===== src/rtl/dkbf_pkg.sv =====
// Package for the dual-key best-fit store.
// It holds the beat structs, the token and commit structs, and the mode and status codes.
// It has no dependencies.
`default_nettype none

package dkbf_pkg;

  localparam logic [1:0] MODE_ADD    = 2'd0;
  localparam logic [1:0] MODE_TAKE_W = 2'd1;
  localparam logic [1:0] MODE_TAKE_V = 2'd2;

  localparam logic [1:0] STATUS_OK   = 2'd0;
  localparam logic [1:0] STATUS_NONE = 2'd1;
  localparam logic [1:0] STATUS_FULL = 2'd2;

  localparam logic [31:0] ID_MAX = 32'hFFFF_FFFF;

  typedef struct packed {
    logic [1:0]         mode;
    logic signed [31:0] weight;
    logic signed [31:0] volume;
    logic signed [31:0] min_need;
  } in_t;

  typedef struct packed {
    logic [1:0]  status;
    logic [31:0] box_id;
  } out_t;

  // The search token moves one cell down the chain in each cycle.
  typedef struct packed {
    logic        vld;
    logic [1:0]  mode;
    logic [31:0] need_key;
    logic        found;
    logic [31:0] best_key;
    logic [31:0] best_id;
    logic        free_found;
  } token_t;

  // The commit is broadcast to every cell once the token has left the chain.
  typedef struct packed {
    logic               add_en;
    logic               take_en;
    logic [31:0]        id;
    logic signed [31:0] weight;
    logic signed [31:0] volume;
  } commit_t;

  // This maps a signed value onto an unsigned key with the same order.
  function automatic logic [31:0] order_key(input logic [31:0] x);
    order_key = {~x[31], x[30:0]};
  endfunction

endpackage

`default_nettype wire


===== src/rtl/dkbf_cell.sv =====
// One cell of the best-fit chain: it holds one box and updates the passing search token.
// It depends on dkbf_pkg.
`default_nettype none

module dkbf_cell (
  input  wire logic             clk_i,
  input  wire logic             rst_ni,
  input  dkbf_pkg::token_t      tok_i,
  output dkbf_pkg::token_t      tok_o,
  input  dkbf_pkg::commit_t     commit_i,
  output logic                  claim_o
);
  import dkbf_pkg::*;

  logic        valid_q;
  logic [31:0] weight_q;
  logic [31:0] volume_q;
  logic [31:0] id_q;
  logic        claim_q;
  token_t      tok_q;
  token_t      tok_d;
  logic [31:0] key;
  logic        is_take;
  logic        qualify;
  logic        better;
  logic        claim_here;

  always_comb begin
    key        = (tok_i.mode == MODE_TAKE_V) ? order_key(volume_q) : order_key(weight_q);
    is_take    = (tok_i.mode == MODE_TAKE_W) || (tok_i.mode == MODE_TAKE_V);
    qualify    = tok_i.vld && is_take && valid_q && (key >= tok_i.need_key);
    better     = !tok_i.found || (key < tok_i.best_key) ||
                 ((key == tok_i.best_key) && (id_q > tok_i.best_id));
    claim_here = tok_i.vld && (tok_i.mode == MODE_ADD) && !valid_q && !tok_i.free_found;
    tok_d      = tok_i;
    if (qualify && better) begin
      tok_d.found    = 1'b1;
      tok_d.best_key = key;
      tok_d.best_id  = id_q;
    end
    if (claim_here) begin
      tok_d.free_found = 1'b1;
    end
  end

  always_ff @(posedge clk_i or negedge rst_ni) begin
    if (!rst_ni) begin
      tok_q   <= '0;
      claim_q <= 1'b0;
      valid_q <= 1'b0;
    end else begin
      tok_q <= tok_d;
      if (tok_i.vld) begin
        claim_q <= claim_here;
      end
      if (commit_i.add_en && claim_q) begin
        valid_q <= 1'b1;
      end else if (commit_i.take_en && valid_q && (id_q == commit_i.id)) begin
        valid_q <= 1'b0;
      end
    end
  end

  always_ff @(posedge clk_i) begin
    if (commit_i.add_en && claim_q) begin
      weight_q <= commit_i.weight;
      volume_q <= commit_i.volume;
      id_q     <= commit_i.id;
    end
  end

  assign tok_o   = tok_q;
  assign claim_o = claim_q;

endmodule

`default_nettype wire


===== config.mk =====
export PLATFORM = sky130hd
export DESIGN_NAME = dkbf_cell
export DESIGN_NICKNAME = d
export VERILOG_FILES = /design/src/rtl/dkbf_pkg.sv /design/src/rtl/dkbf_cell.sv
export SDC_FILE = /design/constraint.sdc
export NUM_CORES = 1
export LEC_CHECK = 0
export BUFFER_PORTS_ARGS = -buffer_cell sky130_fd_sc_hd__buf_4
export CAP_MARGIN = 10
export CORE_MARGIN = 5
export CORE_UTILIZATION = 28
export CTS_BUF_LIST = sky130_fd_sc_hd__clkbuf_8
export DETAILED_ROUTE_END_ITERATION = 8
export PLACE_DENSITY_LB_ADDON = 0.25
export SLEW_MARGIN = 20
export SYNTH_ARGS = -nofsm -noshare
export SYNTH_HDL_FRONTEND = slang
export SYNTH_SLANG_ARGS = --single-unit

===== constraint.sdc =====
create_clock -name clk_i -period 7.1 [get_ports clk_i]
set_input_delay 1.42 -clock clk_i [delete_from_list [all_inputs] [get_ports clk_i]]
set_output_delay 1.42 -clock clk_i [all_outputs]
set_load 0.005 [all_outputs]

== Word-level counts from Yosys, hierarchy flattened ==
Index checks and enable logic that the tools add are counted.
Storage, ports and cells
  register bits after elaboration: 199
  input bits: 201
  output and inout bits: 102
  word-level logic and storage cells: 45
Operators by class
  $lt $le $gt $ge: 3
  equal/unequal tests: 4
  multiplexer cells: 5
  bitwise operators: 2
  reduce and logical (&&, ||, !) cells: 19
Operators by type and width (count)
  two-way mux 65 bit: 1
  equality test 32 bit: 2
  greater-or-equal comparator 32 bit: 1
  greater-than comparator 32 bit: 1
  < comparator 32 bit: 1
  two-way mux 32 bit: 1
  logical AND 1 bit: 11
  logical NOT 1 bit: 3
  logical OR 1 bit: 3
  two-way mux 1 bit: 3
  equality test 2 x 1 -> 1 bit (second input constant): 1
  equality test 2 bit (second input constant): 1
  logical NOT 2 bit: 1
  NOT 1 bit: 2
  nonzero test 2 bit: 1

== Logic depth before layout (Yosys ltp) ==
Gate-level depths: netlist (run 1).
  depth after elaboration: 7
  gate-level depth with buffers: 16
  depth with buffers taken out: 12

== Worst setup path after synthesis (run 1) ==
Ideal clock, no wire load.
  kind: input-to-reg
  from: input port tok_i[98] in the netlist's numbering
  to: register tok_q (netlist bit tok_o[10])
  library setup time: 0.125 ns
  arrival time: 4.407 ns
  data required time: 6.975 ns
  slack: 2.568 ns
  cell stages on the path: 14
  path buffers: 4
  path through: inv_1 ha_1 clkbuf_1 buf_1 mux2_2 ha_1 nand4_1 or3_4 a2111oi_4 a21oi_1 o21bai_4 buf_12 buf_12 mux2_4
RTL lines
  from (decl): line dkbf_cell.sv:8  | input dkbf_pkg::token_t tok_i,
  to (signal assigned): line dkbf_cell.sv:52  | tok_q <= tok_d;
  to (decl): line dkbf_cell.sv:20  | token_t tok_q;

==> reports/metrics.csv, run 1 <==
stage;metric;value;unit
run_status;status;finished, final reports clean;
yosys;Adder-Cell Fraction of Synth Area;12.53;%
clock_tree;clk sink count;199;
yosys;Synth area leader;edfxtp_1;
detailed_routing;mean routed wirelength per cell;18.87;um
worst_setup_path;crit path max fanout;34;
worst_setup_path;Worst path max stage delay;550;ps
yosys;Post-synth EDFFs;96;
worst_setup_path;WS Path Type;in2reg;
yosys;syn nets;1003;
placed_design;IO buf count;302;
yosys;Post-Syn Area per Cell;13.91;um^2
pwr;worst vdd ir;0.1117;mV
worst_setup_path;CP Cell Sequence;buf_4, inv_1, ha_2, buf_4, mux2_2, ha_1, a21o_1, nand3_1, a21oi_1, a211oi_1, o22ai_1, a21oi_1, o21bai_4, buf_4, mux2_1;
floorplan;num ports;303;
floorplan;die area;38800;um^2
yosys;ys async rst share;51.76;%
finish;# diodes;0;
clock_tree;Post-CTS Setup Inserts;0;
floorplan;die width;197.0;um
yosys;Synth Warn #;0;
sta;Worst-Margin Slew;794.3;ps
placed_design;DP HPWL;22.11;mm
detailed_routing;first drt pass iteration count;6;
floorplan;Site Rows;68;
sta;setup TNS;0;ps
placed_design;GPL Wtd Cong;0.8027;
clock_tree;Root Driver;clkbuf_8;
worst_setup_path;worst reg2reg setup slack;3780;ps
sta;period utilization;68.86;%
worst_setup_path;required time of the critical path;7480;ps
floorplan;die height;197.0;um
global_route;first-pass GRT wire length;42.05;mm
yosys;Netlist cell types;47;
yosys;mux cell area share after synthesis;13.38;%
yosys;post-synthesis simple-gate area fraction;4.614;%
worst_setup_path;Crit. End Element;flop;
sta;achievable clock frequency;204.5;MHz
finish;commonest cells after routing, fill and taps aside;buf_4, dfrtp_1, inv_1, ha_1, edfxtp_1;
global_route;GRT Total Usage;14.41;%
yosys;Compound-Gate Fraction of Synth Area;5.419;%
sta;Fin. Hold Viols;0;
finish;nets;1320;
placed_design;area of placed instances;12530;um^2
flow_run;total of max-cap violations;0;
worst_setup_path;Startpoint Class;input port;
yosys;cells after synthesis;704;
detailed_routing;Via Count;6449;
finish;ratio of cells with drive above 1 in the final layout;42.26;%
clock_tree;cts repair resizes;0;
detailed_routing;drt first-iter violations;201;
yosys;post-synthesis sequential area ratio;55.78;%
clock_tree;Clock Latency Late Sink;500;ps
global_route;vias in the first global route;7024;
global_route;largest net degree at the start of global routing;58;
yosys;Synth top area share;29.45;%
floorplan;Placeable Area;34540;um^2
pwr;pwr/cell area;180.3;nW/um^2
yosys;largest family of logic cells by synthesized area;multiplexers;
finish;Final Instance Area;12880;um^2
sta;RSZ-0062 raised after global routing;no;
worst_setup_path;CP dominant cell by count;buf_4;
finish;commonest non-fill, non-tap cell in the layout;buf_4;
global_route;global route overflow;0;
sta;Slew headroom;47.04;%
detailed_routing;final WL;28.09;mm
finish;multi-input combinational cell area;3804;um^2
sta;fin. max-slew vios;0;
clock_tree;H-tree levels;4;
detailed_routing;drt drc;0;
clock_tree;# hold bufs at CTS;0;
detailed_routing;post-route ant nets;0;
sta;Fin Hold WS;557.1;ps
detailed_routing;vias per cell;4.331;
clock_tree;CTS clk-pin slew, worst paths;110;ps
finish;# fillers;3474;
global_route;initial antenna violation count;1;
worst_setup_path;Worst Path Buf+Inv;4;
sta;Tmin final;4889;ps
finish;Synth-to-Final Area Change;31.57;%
min_path;worst hold-check path type;reg2reg;
yosys;top cells by area, synth;edfxtp_1, dfrtp_1, ha_1;
yosys;synthesized cell area;9789;um^2
worst_setup_path;CP top delay family;compound AO/OA/AOI/OAI gates;
yosys;Top FF cell, synth;dfrtp_1;
floorplan;Starting Density;28.34;%
yosys;Yosys reg bits;199;
sta;final setup fails;0;
clock_tree;CTS Buffer Depth;2;
clock_tree;CTS Buf Count;17;
worst_setup_path;CP arrival;5270;ps
yosys;Post-Synth XOR/XNOR Area;2.863;%
clock_tree;CTS tree;done;
finish;sequential cell area;5460;um^2
sta;final worst slack;2211;ps
worst_setup_path;CP max stage cell;buf_4;
pwr;leak pwr;0.006111;uW
placed_design;setup slack after placement;1632;ps
sta;Final Skew;18.49;ps
[cells in the mapped netlist (2+ instances only)]
| cell type | number |
|---|---|
| and4_1 | 4 |
| mux2_2 | 31 |
| o21ai_0 | 12 |
| clkbuf_1 | 3 |
| xnor2_1 | 28 |
| a21oi_1 | 38 |
| a21o_1 | 10 |
| nand2_1 | 20 |
| edfxtp_1 | 96 |
| nand4_1 | 21 |
| nor4_1 | 6 |
| inv_1 | 100 |
| o21ai_1 | 3 |
| a221oi_1 | 3 |
| dfrtp_1 | 103 |
| xor2_1 | 4 |
| nor3_1 | 2 |
| ha_1 | 98 |
| nor2_1 | 9 |
| nor2b_1 | 2 |
| mux2_1 | 4 |
| nand3_1 | 13 |
| a211oi_1 | 4 |
| mux2_4 | 59 |
| buf_12 | 7 |
| mux2i_1 | 3 |
[power by group]
group          internal [uW]  total [uW]  switching, uW
sequential              1250        1260           13.9
clock                    251         704            453
combinational            208         358            150
[layer usage]
layer	track usage [%]	part of all wire, %	up-vias
li1	-	-	3133
met4	3.159	0.98	2
met2	23.40	47	205
met3	5.316	8.2	17
met1	18.53	43	3092
met5	0	0.071	-
[final cells by class]
cell class              count  area share [%]
inverters                 100           2.914
flip-flops and latches    199           42.39
clock buffers              17           1.817
multi-input cells         394           29.53
clock inverters            15          0.9132
well taps                 455           4.420
repair buffers            309           18.01
[sequential cells by signal, indices dropped and copies added, names as in the netlist]
signal	cells
tok_o	101
id_q	32
volume_q	32
weight_q	32
claim_o	1
valid_q	1
[cells by family (layout without fill, tap and decap cells)]
family                     count (synthesis)  after routing
AOI/OAI and AO/OA                         83             83
xor gates and xnor gates                  32             32
adders and majority gates                 98             98
buffers and inverters                    111            441
DFF                                      199            199
muxes                                     97             97
and+or+nand+nor                           84             84
[path summary, 6_finish.rpt]
path                                    from          to  cells after the start
worst max-delay path               tok_i[98]    tok_o[4]                     15
worst min-delay path                 id_q[3]    tok_o[4]                      1
worst max register to register  volume_q[29]    tok_o[4]                     10
worst min register to register       id_q[3]    tok_o[4]                      1
max in group asynchronous             rst_ni  tok_o[100]                      2
min in group asynchronous             rst_ni    tok_o[0]                      1
[metrics by stage]
| step | power (uW) | utilization (%) | cells |
|---|---|---|---|
| floorplan | 1436 | - | 704 |
| global placement | 1647 | 36.27 | 1457 |
| detailed placement | 1650 | 36.27 | 1457 |
| CTS | 2367 | 37.29 | 1489 |
| global route | 2446 | 37.29 | 1489 |
| finish | 2322 | 37.29 | 1489 |
No activity file was read; power rests on OpenSTA's default activity.
==> run 2: changes to the inputs <==
Clock period 7.1 ns to 4.87 ns, I/O delays scaled along.
==> run 2 against run 1 <==
Compared with the run above:
- first-iteration DRC count rose by 19%
- clock power rose by 65%
- power rose by 52%
- register-to-register slack got worse by 2300 ps
- hold slack got worse by 29 ps
- final area rose by 1.1%
- non-clock buffer count rose by 2
==> reports/metrics.csv, run 2 (synthesis results as in run 1) <==
stage;metric;value;unit
placed_design;Post-Place Cells;1459;
detailed_routing;vias per cell;4.280;
worst_setup_path;CP max stage cell;o21bai_4;
detailed_routing;drt first-iter violations;239;
run_status;status;finished, final reports clean;
finish;commonest cells after routing, fill and taps aside;buf_4, inv_1, dfrtp_1, ha_1, edfxtp_1;
min_path;worst hold-check path type;in2async;
sta;Tmin final;4162;ps
global_route;first-pass GRT wire length;42.68;mm
clock_tree;CTS tree;done;
clock_tree;CTS Buffer Depth;2;
sta;Worst-Margin Slew;851.4;ps
finish;# diodes;0;
worst_setup_path;CP top delay family;compound AO/OA/AOI/OAI gates;
clock_tree;# hold bufs at CTS;0;
clock_tree;Post-CTS Setup Inserts;0;
finish;fin cells;1491;
global_route;initial antenna violation count;2;
sta;Fin. Hold Viols;0;
placed_design;GPL Wtd Cong;0.7809;
floorplan;Placeable Area;34540;um^2
floorplan;die height;197.0;um
worst_setup_path;RR Startpoint;id_q[15];
pwr;Final Power;3525;uW
flow_run;total of max-cap violations;0;
pwr;leak pwr;0.006192;uW
sta;period utilization;85.46;%
worst_setup_path;CP dominant cell by count;buf_12;
floorplan;num ports;303;
global_route;GRT Total Usage;14.57;%
worst_setup_path;crit path to;tok_o[4];
floorplan;Site Rows;68;
sta;Final Skew;18.52;ps
worst_setup_path;Worst path max stage delay;530;ps
placed_design;setup slack after placement;105.5;ps
worst_setup_path;crit path max fanout;20;
worst_setup_path;Worst Path Buf+Inv;4;
detailed_routing;first drt pass iteration count;5;
sta;final setup fails;0;
detailed_routing;final WL;28.35;mm
global_route;vias in the first global route;7134;
detailed_routing;drt drc;0;
worst_setup_path;worst reg2reg setup slack;1470;ps
worst_setup_path;required time of the critical path;5230;ps
global_route;global route overflow;0;
sta;setup TNS;0;ps
clock_tree;Clock Latency Late Sink;480;ps
clock_tree;clk sink count;199;
worst_setup_path;WS Path Type;in2reg;
sta;RSZ-0062 raised after global routing;no;
clock_tree;CTS Buf Count;17;
clock_tree;H-tree levels;4;
worst_setup_path;RR Endpoint;tok_o[4];
worst_setup_path;worst setup path start;tok_i[98];
detailed_routing;Via Count;6381;
clock_tree;Root Driver;clkbuf_8;
worst_setup_path;Startpoint Class;input port;
worst_setup_path;Levels on crit path;14;
sta;Fin Hold WS;528.4;ps
finish;nets;1322;
finish;max reg flops;101;
detailed_routing;mean routed wirelength per cell;19.01;um
clock_tree;CTS clk-pin slew, worst paths;100;ps
sta;fin. max-slew vios;0;
placed_design;IO buf count;302;
sta;Slew headroom;42.72;%
finish;Synth-to-Final Area Change;32.96;%
worst_setup_path;CP Cell Sequence;buf_4, inv_1, ha_2, buf_12, mux2_2, ha_1, nand4_1, nor4_1, a21oi_1, a21boi_1, o21ai_2, o21bai_4, buf_12, mux2_1;
clock_tree;cts repair resizes;0;
global_route;largest net degree at the start of global routing;49;
sta;final worst slack;708.1;ps
finish;ratio of cells with drive above 1 in the final layout;42.18;%
placed_design;DP HPWL;22.77;mm
pwr;pwr/cell area;270.8;nW/um^2
detailed_routing;post-route ant nets;0;
floorplan;die width;197.0;um
pwr;worst vdd ir;0.1771;mV
worst_setup_path;R2R depth;9;
finish;commonest non-fill, non-tap cell in the layout;buf_4;
worst_setup_path;Crit. End Element;flop;
worst_setup_path;CP arrival;4520;ps
floorplan;die area;38800;um^2
floorplan;Starting Density;28.34;%
sta;achievable clock frequency;240.3;MHz
run 2: cell count changes in the layout (fill, tap and decap cells not counted), moves of 3 or more:
cell	delta
bufinv_16	+3
buf_12	+4
clkbuf_8	+3
inv_6	-3
inv_1	+3
run 2: metrics by stage:
step	utilization, %	cell area [um^2]
finish	37.68	13020
global route	37.68	13020
CTS	37.68	13020
detailed placement	36.46	12590
global placement	36.46	12590
floorplan	-	9789
run 2: worst min-delay path by stage:
stage,startpoint,to
floorplan,id_q[0],tok_o[1]
global placement,claim_o,claim_o
detailed placement,claim_o,claim_o
CTS,rst_ni,claim_o
global route,rst_ni,claim_o
finish,rst_ni,claim_o
run 2: routing by layer:
metal	track usage [%]	vias to the layer above	routed length (um)
met2	24.06	190	13540
met4	2.748	4	224
li1	-	3139	-
met3	5.231	14	2023
met1	18.69	3034	12530
met5	0	-	34
run 2: power breakdown:
part / switching (uW) / leakage, uW / total [uW] / internal [uW]
registers: 19.6 / 0.00206 / 1840 / 1820
clock network: 610 / 0.000228 / 1160 / 550
logic: 222 / 0.00390 / 529 / 307
total: 852 / 0.00619 / 3530 / 2670
run 2: final cells by class:
type | count | area [um^2]
flip-flops and latches | 199 | 5460
multi-input cells | 394 | 3804
clock inverters | 12 | 147.6
well taps | 455 | 569.3
inverters | 100 | 375.4
repair buffers | 311 | 2385
fillers | 3421 | 21530
clock buffers | 20 | 275.3
==> run 3: changes to the inputs <==
Settings changed: ABC_AREA set to 1.
==> run 3 against run 2 <==
Compared with the run above:
- clock power is 4% lower
- power is 2.0% higher
- highest routed layer unchanged
- via count is 19% higher
==> reports/metrics.csv, run 3 <==
stage;metric;value;unit
global_route;initial antenna violation count;1;
detailed_routing;vias per cell;4.327;
detailed_routing;drt first-iter violations;249;
yosys;post-synthesis sequential area ratio;53.13;%
worst_setup_path;required time of the critical path;5300;ps
pwr;net switching share of the total power;27.29;%
sta;RSZ-0062 raised after global routing;no;
global_route;GRT met2 Usage;25.08;%
sta;period utilization;76.33;%
global_route;largest net degree at the start of global routing;45;
run_status;status;finished, final reports clean;
yosys;syn nets;1266;
clock_tree;CTS Buffer Depth;2;
finish;nets;1573;
yosys;Synth Warn #;0;
clock_tree;Root Driver;clkbuf_8;
finish;sequential cell area;5460;um^2
placed_design;setup slack after placement;560.0;ps
global_route;vias in the first global route;8044;
clock_tree;# hold bufs at CTS;0;
pwr;pwr/cell area;268.6;nW/um^2
finish;commonest non-fill, non-tap cell in the layout;buf_4;
worst_setup_path;WS Path Type;in2reg;
yosys;cells after synthesis;967;
detailed_routing;drt drc;0;
pwr;share of total power in combinational logic;17.2;%
global_route;global route overflow;0;
finish;# fillers;3706;
yosys;Top FF cell, synth;dfrtp_1;
sta;setup TNS;0;ps
clock_tree;Post-CTS Setup Inserts;0;
yosys;ys async rst share;51.76;%
worst_setup_path;worst reg2reg setup slack;1980;ps
yosys;Synth area leader;edfxtp_1;
finish;multi-input combinational cell area;4026;um^2
pwr;worst vdd ir;0.1723;mV
yosys;Post-synth top cells;nand2_1, inv_1, dfrtp_1;
floorplan;die width;201.6;um
worst_setup_path;worst setup path start;tok_i[98];
floorplan;die height;201.6;um
detailed_routing;first drt pass iteration count;5;
worst_setup_path;RR Startpoint;weight_q[30];
yosys;Netlist cell types;34;
clock_tree;cts repair resizes;0;
placed_design;IO buf count;302;
worst_setup_path;CP arrival;4150;ps
clock_tree;Clock Latency Late Sink;500;ps
detailed_routing;post-route ant nets;0;
floorplan;Site Rows;70;
pwr;Int Pwr;2613;uW
yosys;Post-synth EDFFs;96;
clock_tree;H-tree levels;4;
finish;fin cells;1755;
finish;commonest cells after routing, fill and taps aside;buf_4, nand2_1, inv_1, dfrtp_1, ha_1;
yosys;Synth top area share;28.05;%
yosys;Adder-Cell Fraction of Synth Area;11.93;%
yosys;Compound-Gate Fraction of Synth Area;4.066;%
sta;Tmin final;3717;ps
finish;Core Util, Final;36.73;%
global_route;first-pass GRT wire length;46.86;mm
min_path;worst hold-check path type;in2async;
yosys;mux cell area share after synthesis;3.384;%
yosys;synthesized cell area;10280;um^2
global_route;grt met3 use;5.496;%
yosys;post-synthesis simple-gate area fraction;18.44;%
sta;Worst-Margin Slew;835.5;ps
detailed_routing;mean routed wirelength per cell;17.54;um
clock_tree;CTS Buf Count;17;
clock_tree;CTS clk-pin slew, worst paths;100;ps
detailed_routing;final WL;30.77;mm
yosys;top cells by area, synth;edfxtp_1, dfrtp_1, ha_1;
sta;Slew headroom;44.30;%
yosys;Post-Synth XOR/XNOR Area;1.278;%
finish;ratio of cells with drive above 1 in the final layout;34.34;%
placed_design;DP HPWL;23.81;mm
yosys;Yosys reg bits;199;
global_route;GRT Total Usage;15.11;%
pwr;Sequential Power Share;52.0;%
worst_setup_path;Crit. End Element;flop;
floorplan;die area;40640;um^2
pwr;Clock Power Share;30.8;%
floorplan;Placeable Area;36430;um^2
placed_design;Post-Place Cells;1723;
yosys;Post-Syn Area per Cell;10.63;um^2
floorplan;num ports;303;
sta;final setup fails;0;
yosys;largest family of logic cells by synthesized area;simple AND/OR/NAND/NOR gates;
sta;fin. max-slew vios;0;
clock_tree;CTS tree;done;
sta;final worst slack;1153;ps
worst_setup_path;Startpoint Class;input port;
global_route;met1 Use GR;19.22;%
floorplan;Starting Density;28.21;%
placed_design;GPL Wtd Cong;0.7922;
finish;Synth-to-Final Area Change;30.23;%
pwr;leak pwr;0.006533;uW
yosys;count leader, synth;nand2_1;
worst_setup_path;crit path max fanout;44;
sta;Final Skew;24.87;ps
flow_run;total of max-cap violations;0;
clock_tree;clk sink count;199;
finish;max reg flops;101;
global_route;GR peak layer;met2;
sta;achievable clock frequency;269.0;MHz
detailed_routing;Via Count;7594;
sta;Fin. Hold Viols;0;
finish;# diodes;0;
pwr;sw power;980.9;uW
-- run 3: routing by layer --
layer  routed length (um)  up-vias  share of wire (%)
met5                   20        -              0.065
met4                  243        2               0.79
met3                 2314       12                7.5
met2                14480      233                 47
met1                13720     3559                 45
li1                     -     3788                  -
-- run 3: cell families (layout without fill, tap and decap cells) --
kind of cell,count (synthesis),in the layout
XOR/XNOR,15,15
flip-flops,199,199
buffers and inverters,166,486
multiplexers,31,31
AND/OR/NAND/NOR,383,383
AO/OA/AOI/OAI,75,75
adder cells (fa/ha/maj),98,98
-- run 3: path summary, 6_finish.rpt --
kind                                   to  depth (start not counted)
min in group clk_i                valid_q                          2
worst max-delay path             tok_o[3]                         17
worst max register to register   tok_o[3]                         13
worst min-delay path            tok_o[55]                          1
max in group asynchronous       tok_o[80]                          2
worst min register to register    valid_q                          2
-- run 3: power groups by stage --
stage	combinational, uW	clock, uW	sequential (uW)
after floorplan	286	0	1910
after global placement	625	0	1910
after detailed placement	634	0	1910
after CTS	636	1160	1870
after global routing	699	1220	1880
final	618	1110	1870
-- run 3: cell type report --
class	count	share of cell area, %
flip-flops and latches	199	40.80
multi-input cells	602	30.08
repair buffers	312	17.78
well taps	468	4.375
inverters	142	4.020
clock buffers	18	1.851
clock inverters	14	1.094
-- run 3: worst max-delay path, cell delays in order --
cell and delay [ps]:
buf_4 110, inv_1 80, ha_2 200, buf_12 240
mux2_2 420, ha_1 310, nand2_1 60, nor2_1 110
nand2_1 120, nor2_1 200, nand4_1 100, nor2_1 110
nand2_1 90, nand2_4 90, buf_4 650, nand3_1 140
nand2_1 100
-- run 3: per-stage QoR --
step	total power [uW]	hold WS [ps]	cell area (um^2)
floorplan	2194	441.2	10280
finish	3594	466.2	13380
CTS	3669	436.9	13380
global placement	2533	459.7	12990
detailed placement	2539	485.7	12990
global route	3794	459.6	13380
